$ cat src/rtl/core/cfd_pkg.sv
// Shared types and constants for the complex FIR decimator.
package cfd_pkg;

    localparam int DATA_W      = 16;
    localparam int COEF_IDX_W  = 7;
    localparam int FACTOR_W    = 7;
    localparam int PHASE_W     = 6;
    localparam int FACTOR_MAX  = 64;
    localparam int PADDR_W     = 3;
    localparam int PDATA_W     = 32;

    localparam logic [FACTOR_W-1:0] FACTOR_RESET = 7'd8;
    localparam logic [PADDR_W-1:0]  ADDR_FACTOR  = 3'h0;

    localparam logic MODE_COEF   = 1'b0;
    localparam logic MODE_SAMPLE = 1'b1;

    typedef enum logic [2:0] {
        ST_IDLE,
        ST_MAC,
        ST_DRAIN,
        ST_ROUND,
        ST_OUT
    } state_t;

    // Commands from the controller to the datapath.
    typedef struct packed {
        logic load_sample;
        logic load_coef;
        logic mac_start;
        logic mac_issue;
        logic round_load;
        logic out_load;
    } cmd_t;

    // Status from the datapath to the controller.
    typedef struct packed {
        logic emit;
        logic issue_last;
        logic pipe_busy;
        logic out_busy;
    } sts_t;

endpackage

$ cat src/rtl/core/cfd_ctrl.sv
// Controller: sequences intake, MAC pass, pipeline drain, rounding and result hand-off.
module cfd_ctrl import cfd_pkg::*; (
    input  logic clk,
    input  logic rst_n,
    input  logic in_valid,
    input  logic in_mode,
    input  sts_t sts,
    output logic in_ready,
    output cmd_t cmd
);

    state_t state_reg, state_next;

    always_ff @(posedge clk or negedge rst_n)
    begin
        if (!rst_n)
            state_reg <= ST_IDLE;
        else
            state_reg <= state_next;
    end

    always_comb
    begin
        state_next = state_reg;
        case (state_reg)
            ST_IDLE:
            begin
                if (in_valid && in_mode == MODE_SAMPLE && sts.emit)
                    state_next = ST_MAC;
            end
            ST_MAC:
            begin
                if (sts.issue_last)
                    state_next = ST_DRAIN;
            end
            ST_DRAIN:
            begin
                if (!sts.pipe_busy)
                    state_next = ST_ROUND;
            end
            ST_ROUND:
            begin
                state_next = ST_OUT;
            end
            ST_OUT:
            begin
                if (!sts.out_busy)
                    state_next = ST_IDLE;
            end
            default:
            begin
                state_next = ST_IDLE;
            end
        endcase
    end

    always_comb
    begin
        cmd      = '0;
        in_ready = 1'b0;
        case (state_reg)
            ST_IDLE:
            begin
                in_ready = 1'b1;
                if (in_valid)
                begin
                    cmd.load_sample = in_mode == MODE_SAMPLE;
                    cmd.load_coef   = in_mode == MODE_COEF;
                    cmd.mac_start   = in_mode == MODE_SAMPLE && sts.emit;
                end
            end
            ST_MAC:
            begin
                cmd.mac_issue = 1'b1;
            end
            ST_ROUND:
            begin
                cmd.round_load = 1'b1;
            end
            ST_OUT:
            begin
                cmd.out_load = !sts.out_busy;
            end
            default:
            begin
                cmd = '0;
            end
        endcase
    end

endmodule

$ cat config.mk
export PLATFORM = sky130hd
export DESIGN_NAME = cfd_ctrl
export DESIGN_NICKNAME = d
export VERILOG_FILES = /design/src/rtl/core/cfd_pkg.sv /design/src/rtl/core/cfd_ctrl.sv
export SDC_FILE = /design/constraint.sdc
export NUM_CORES = 1
export LEC_CHECK = 0
export BUFFER_PORTS_ARGS = -buffer_cell sky130_fd_sc_hd__buf_4
export CAP_MARGIN = 0
export CORE_AREA = 2 2 39 41
export DETAILED_ROUTE_END_ITERATION = 8
export DIE_AREA = 0 0 41 43
export SYNTH_ARGS = -nofsm -noshare
export SYNTH_HDL_FRONTEND = slang
export SYNTH_SLANG_ARGS = --single-unit
$ cat constraint.sdc
create_clock -name clk -period 1.5 [get_ports clk]
set_input_delay 0.375 -clock clk [delete_from_list [all_inputs] [get_ports clk]]
set_output_delay 0.375 -clock clk [all_outputs]
set_load 0.05 [all_outputs]
After elaboration in Yosys (flattened, before gate mapping)
Index checks and enable logic that the tools add are counted.
{"block": "classes", "reduce_logical": 6, "n_eq_ne": 8, "n_mux": 11, "bitwise_logic": 1}
{"cell": "two-way mux 3 bit", "count": 6}
{"cell": "case mux 3 bit (5 select lines)", "count": 1}
{"cell": "inequality test 2 bit, second input constant", "count": 4}
{"cell": "== test 3 x 2 -> 1 bit, second input constant", "count": 2}
{"cell": "two-way mux 1 bit", "count": 4}
{"cell": "AND reduction 4 bit", "count": 1}
{"cell": "== test 3 x 1 -> 1 bit, second input constant", "count": 1}
{"cell": "== test 3 bit, second input constant", "count": 1}
{"cell": "logical AND 1 bit", "count": 3}
{"cell": "logical NOT 3 bit", "count": 1}
{"cell": "logical NOT 1 bit", "count": 1}
{"cell": "inverter 1 bit", "count": 1}
{"block": "word_totals", "register_bits": 3, "output_inout_bits": 7, "in_bits": 8, "elab_cells": 27}

Logic depth before layout (Yosys ltp)
Gate-level depths: netlist of run 1.
{"block": "depth", "word_depth": 4, "mapped_depth": 3, "ltp_nobuf": 3}

Worst setup path after synthesis of run 1
OpenSTA, ideal clock, no wires.
{"block": "synth_path", "kind": "reg-to-output", "startpoint": "register state_reg[1]", "endpoint": "output cmd[3] in the netlist's numbering", "path_buffers": 0, "required_ns": 1.125, "arrival_ns": 1.770, "path_slack_ns": -0.645, "path_stages_with_launch": 3, "cell_sequence": "dfrtp_1 > nor3_2 > and4_1"}
{"item": "from (decl)", "line_no": "cfd_ctrl.sv:12", "text": "state_t state_reg, state_next;"}
{"item": "from (signal assigned)", "line_no": "cfd_ctrl.sv:19", "text": "state_reg <= state_next;"}
{"item": "to (decl)", "line_no": "cfd_ctrl.sv:9", "text": "output cmd_t cmd"}

==> impl_metrics.tcl, run 1 <==
set metrics [dict create \
    cp.required_ns 1.12 \
    ctsRootBufferMaster "clkbuf_4" \
    area_growth_pct 141 \
    synth_area_um2 196 \
    critPathKind "reg -> out" \
    violations "negative setup slack" \
    slew_headroom_pct 88.4 \
    clkSinkCount 3 \
    maxSlewViolCount 0 \
    critPathCapture "cmd[3]" \
    place_area_um2 363 \
    antenna_cells 0 \
    grt_overflow 0 \
    worstReg2RegEnd "state_reg[0]" \
    io_pins 15 \
    fin_crit_sh_pct 110 \
    timing.fmax_ghz 0.607 \
    coreArea_um2 1380 \
    path_buf_inv 1 \
    grt_max_degree 7 \
    ys_seq_elements 3 \
    cpMaxStageDelayCell "dfrtp_2" \
    hp-class "in -> reg" \
    tightest_slew_ns 0.174 \
    antenna_found_initial 0 \
    startpoint "state_reg[2]" \
    multiInputGateArea_um2 141 \
    setup_tns_ns -0.601 \
    hpwl_um 444 \
    r2r_start "state_reg[1]" \
    die_w_um 41 \
    initial_core_util_pct 14.2 \
    layout-drive-gt1-share_pct 75.6 \
    grt_pass1_wl_um 869 \
    reg2regPathDepth 5 \
    groute.usage.overall_pct 7.97 \
    ys_top_cells_by_count "dfrtp_1, and3b_1, nor2_1, or2b_1" \
    finalClockSkew_ns 0.00341 \
    synthCells 20 \
    tritoncts "yes" \
    synth_edf_count 0 \
    power_density_nw_per_um2 2220 \
    routed_wl_um 576 \
    post-route-drc-count 0 \
    yosysMostFrequentCell "dfrtp_1" \
    die_area_um2 1760 \
    row_count 14 \
    path_cells "nor3_4, and4_4, buf_8" \
    nNetsFinal 54 \
    async_reset_ff_share_pct 100 \
    yosys_warnings 0 \
    cp_data_arrival_time_ns 1.27 \
    final_area_um2 474 \
    cts-buffers-inserted 3 \
    clk_latency_ns 0.23 \
    synthTopCellsByArea "dfrtp_1, and3b_1, or2b_1" \
    hold_viol 0 \
    vias_per_cell 4.00 \
    fillers 149 \
    grt_pass1_vias 243 \
    vias 244 \
    end_kind "primary output" \
    synth_flop_cell "dfrtp_1" \
    port_buffers 14 \
    clk_pin_slew_worst_paths_ns 0.03 \
    gp_congestion 0.708 \
    cts_max_level 1 \
    syn-num-nets 28 \
    status "finished, violations left" \
    layout_setup_ws_ns -0.148 \
    yosysSeqAreaShare_pct 38.2 \
    ant_nets 0 \
    synth_area_leader_cell "dfrtp_1" \
    rsz0062_at_grt "yes" \
    drt-initial-drc-count 0 \
    cp_num_cells 3 \
    ir_drop_v 0.000701 \
    netlist.area_leader.share_pct 38.2 \
    clk_path_buf_depth 2 \
    r2r_slack_ns 0.19 \
    power_leakage_nw 0.226 \
    drv_cap 0 \
    period_minus_slack_ns 1.65 \
    finalSetupViolCount 7 \
    synth_cell_type_count 15 \
    start_kind "flip-flop" \
    avgSynthCellArea_um2 9.82 \
    path_max_fanout 4 \
    regArea_um2 77.6 \
    crit_family "simple AND/OR/NAND/NOR gates" \
    dr.pass1.iters 1 \
    wl_per_cell_um 9.44 \
    die_height_um 43 \
    slowest_delay_ns 0.42 \
    largest_reg_flops 3 \
]
==> cell usage in the layout (no fill, tap or decap), types with 2 or more instances in the layout <==
master / instances
buf_8: 3
nor2_2: 2
dfrtp_2: 2
clkbuf_4: 3
or2b_1: 2
buf_6: 5
buf_4: 13
==> logic make-up (layout without fill, tap and decap cells) <==
group / Yosys count / in the layout / synth area share (%)
AOI/OAI and AO/OA: 4 / 4 / 15.3
buffers and inverters: 1 / 26 / 3.82
DFF: 3 / 3 / 38.2
and+or+nand+nor: 12 / 12 / 42.7
==> report_power, final <==
group	switching [mW]	total, mW	internal [mW]
sequential	0.0427	0.160	0.117
combinational	0.385	0.750	0.365
clock	0.0412	0.141	0.0997
==> worst min-delay path by stage <==
stage	start	to	slack, ns	cells after the start
floorplan	rst_n	state_reg[0]	0.08	0
global route	sts[0]	state_reg[2]	0.40	2
detailed placement	rst_n	state_reg[2]	0.17	1
global placement	rst_n	state_reg[2]	0.17	1
finish	sts[0]	state_reg[2]	0.41	2
CTS	sts[0]	state_reg[2]	0.40	2
==> routing by layer <==
metal	GRT usage (%)	vias to the layer above	routed length, µm
met3	4.71	0	30
met5	0	-	0
met2	10.9	10	318
met1	7.52	111	227
li1	-	123	-
met4	8.00	0	0
==> layout make-up <==
cell class | count | area share, %
clock buffer | 4 | 5.54
multi-input combinational | 16 | 29.8
sequential | 3 | 16.4
tap | 16 | 4.22
timing repair buffer | 22 | 44.1
==> what timing repair did <==
action | CTS | global route
hold endpoints to repair | 3 | 0
gates resized for setup | 13 | 2
setup endpoints to repair | 7 | 7
setup buffers | 2 | 2
hold buffers | 1 | 0
pin swaps | 4 | 3
==> per-stage QoR <==
step | setup WS [ns] | hold WS (ns) | total power [mW] | cells | utilization [%]
after floorplan | -0.272 | 0.0794 | 0.551 | 20 | -
after global placement | 0.0744 | 0.166 | 0.762 | 53 | 26.2
after detailed placement | 0.0691 | 0.165 | 0.765 | 53 | 26.2
after CTS | -0.150 | 0.402 | 1.03 | 60 | 33.2
after global routing | -0.198 | 0.398 | 1.12 | 61 | 34.3
final | -0.148 | 0.409 | 1.05 | 61 | 34.3
Note: power is estimated with default switching activity, not from simulation.
==> inputs of run 2 (changes only) <==
--- a/config.mk
+++ b/config.mk
@@ -5,6 +5,7 @@
 export SDC_FILE = /design/constraint.sdc
 export NUM_CORES = 1
 export LEC_CHECK = 0
+export ABC_AREA = 1
 export BUFFER_PORTS_ARGS = -buffer_cell sky130_fd_sc_hd__buf_4
 export CAP_MARGIN = 0
 export CORE_AREA = 2 2 39 41
==> impl_metrics.tcl, run 2 <==
set metrics [dict create \
    dr.pass1.iters 1 \
    maxSlewViolCount 0 \
    worstReg2RegEnd "state_reg[1]" \
    initial_core_util_pct 16.5 \
    clk_path_buf_depth 2 \
    rsz0062_at_grt "yes" \
    crit_family "flip-flops" \
    synth_area_um2 229 \
    routed_wl_um 564 \
    status "finished, violations left" \
    clk_pin_slew_worst_paths_ns 0.04 \
    netlist.area_leader.share_pct 32.8 \
    power_leakage_nw 0.261 \
    cpMostUsedCell "nand2_2" \
    gp_congestion 0.632 \
    die_height_um 43 \
    ctsRootBufferMaster "clkbuf_4" \
    final_area_um2 453 \
    clk_latency_ns 0.23 \
    synth_flop_cell "dfrtp_1" \
    timing.fmax_ghz 0.633 \
    finalClockSkew_ns 0.00173 \
    grt_pass1_wl_um 745 \
    hold_path_end "state_reg[0]" \
    synth_compound_area_share_pct 0 \
    row_count 14 \
    synth_area_leader_cell "dfrtp_1" \
    wl_per_cell_um 7.42 \
    hold_viol 0 \
    avgSynthCellArea_um2 6.03 \
    tritoncts "yes" \
    synth_top_family_by_area "simple AND/OR/NAND/NOR gates" \
    slowest_delay_ns 0.40 \
    place_inst 69 \
    io_pins 15 \
    yosys.area_share.xor_xnor_pct 0 \
    synthCells 38 \
    antenna_cells 0 \
    fin_hold_ws_ns 0.415 \
    die_w_um 41 \
    end_kind "primary output" \
    layout-drive-gt1-share_pct 55.0 \
    fin_crit_sh_pct 105 \
    yosys.area_share.simple_pct 54.1 \
    start_kind "flip-flop" \
    ir_drop_v 0.000510 \
    synth_cell_type_count 9 \
    async_reset_ff_share_pct 100 \
    cts_max_level 1 \
    hold_path_depth 4 \
    groute.usage.overall_pct 6.75 \
    path_cells "nor2_2, nand2_2, inv_2, nand2_2, nor2_4, buf_8" \
    yosysMostFrequentCell "nand2_1" \
    vias 292 \
    nNetsFinal 69 \
    preCtsSetupSlack_ns 0.101 \
    ys_top_cells_by_count "nand2_1, nor2_1, inv_1, nand3_1" \
    power_density_nw_per_um2 2260 \
    ant_nets 0 \
    cts-buffers-inserted 3 \
    slew_headroom_pct 89.5 \
    area_growth_pct 97.8 \
    fillers 153 \
    antenna_found_initial 0 \
    drt-initial-drc-count 0 \
    drv_cap 0 \
    mostFrequentLayoutCells "buf_4, nand2_1, nor2_2, nand3_1, buf_6" \
    hp-class "in -> reg" \
    fin_cells 76 \
    port_buffers 14 \
    synthTopCellsByArea "dfrtp_1, nand2_1, nand3_1" \
    tightest_slew_ns 0.158 \
    syn-num-nets 46 \
    cp.required_ns 1.12 \
    cp_data_arrival_time_ns 1.21 \
    grt_overflow 0 \
    r2r_slack_ns 0.38 \
    post-route-drc-count 0 \
    violations "negative setup slack" \
    yosysSeqAreaShare_pct 32.8 \
    synthAdderAreaFrac_pct 0 \
    coreArea_um2 1380 \
    place_area_um2 372 \
    synth_edf_count 0 \
    critPathKind "reg -> out" \
    hpwl_um 452 \
    worstHoldStart "sts[2]" \
    path_buf_inv 2 \
    r2r_start "state_reg[2]" \
    yosys_warnings 0 \
    largest_reg_flops 3 \
    final_common_cell "buf_4" \
    layout_setup_ws_ns -0.0804 \
    setup_tns_ns -0.107 \
    clkSinkCount 3 \
    die_area_um2 1760 \
    grt_pass1_vias 235 \
    ys_seq_elements 3 \
    path_max_fanout 3 \
    cpMaxStageDelayCell "dfrtp_1" \
    grt_max_degree 5 \
    vias_per_cell 3.84 \
    finalSetupViolCount 4 \
    synthMuxAreaShare_pct 0 \
    reg2regPathDepth 7 \
    period_minus_slack_ns 1.58 \
]
## run 2: repair_timing
action                                 4_1_cts  5_1_grt
hold buffers                                 1        0
resized for setup                            7        3
setup buffers                                2        0
pin swaps                                    3        2
endpoints found under the hold margin        3        0
setup endpoints to repair                    6        7
## run 2: worst max-delay path by stage
stage	cells after the start	startpoint	end
global route	6	state_reg[0]	cmd[4]
floorplan	3	state_reg[0]	cmd[3]
CTS	6	state_reg[2]	cmd[4]
finish	6	state_reg[0]	cmd[4]
global placement	6	state_reg[0]	cmd[4]
detailed placement	6	state_reg[0]	cmd[4]
## run 2: metal layers
metal / vias up / GRT usage, % / wire [µm]
met2: 9 / 10.9 / 312
met5: - / 0 / 0
met3: 0 / 3.14 / 58
met1: 125 / 5.52 / 193
li1: 158 / - / -
met4: 0 / 6.00 / 0
## run 2: logic make-up after synthesis
| kind of cell | count (synthesis) |
|---|---|
| flip-flops | 3 |
| buffers and inverters | 7 |
| AND/OR/NAND/NOR | 28 |
## run 2: worst register-to-register path, delay by kind of cell (launching register included)
kind / cells / cell delay [ns]
buf+inv: 1 / 0.14
flops: 1 / 0.41
simple gates: 6 / 0.46
## run 2: per-stage QoR
| step | power, mW | util, % |
|---|---|---|
| floorplan | 0.611 | - |
| global placement | 0.785 | 26.9 |
| detailed placement | 0.792 | 26.9 |
| CTS | 1.01 | 32.0 |
| global route | 1.10 | 32.7 |
| finish | 1.02 | 32.7 |
## run 2: area by class of cell
| class | count | area, µm² | share of cell area [%] |
|---|---|---|---|
| Multi-Input combinational cell | 28 | 141 | 31.2 |
| Tap cell | 16 | 20.0 | 4.42 |
| Timing Repair Buffer | 19 | 168 | 37.0 |
| Clock buffer | 4 | 26.3 | 5.80 |
| Inverter | 6 | 22.5 | 4.97 |
| Sequential cell | 3 | 75.1 | 16.6 |
## run 2: power by group
part | internal, mW | total [mW] | switching [mW]
Clock | 0.0996 | 0.140 | 0.0400
Sequential | 0.116 | 0.152 | 0.0359
Combinational | 0.277 | 0.732 | 0.455
Total | 0.493 | 1.02 | 0.531
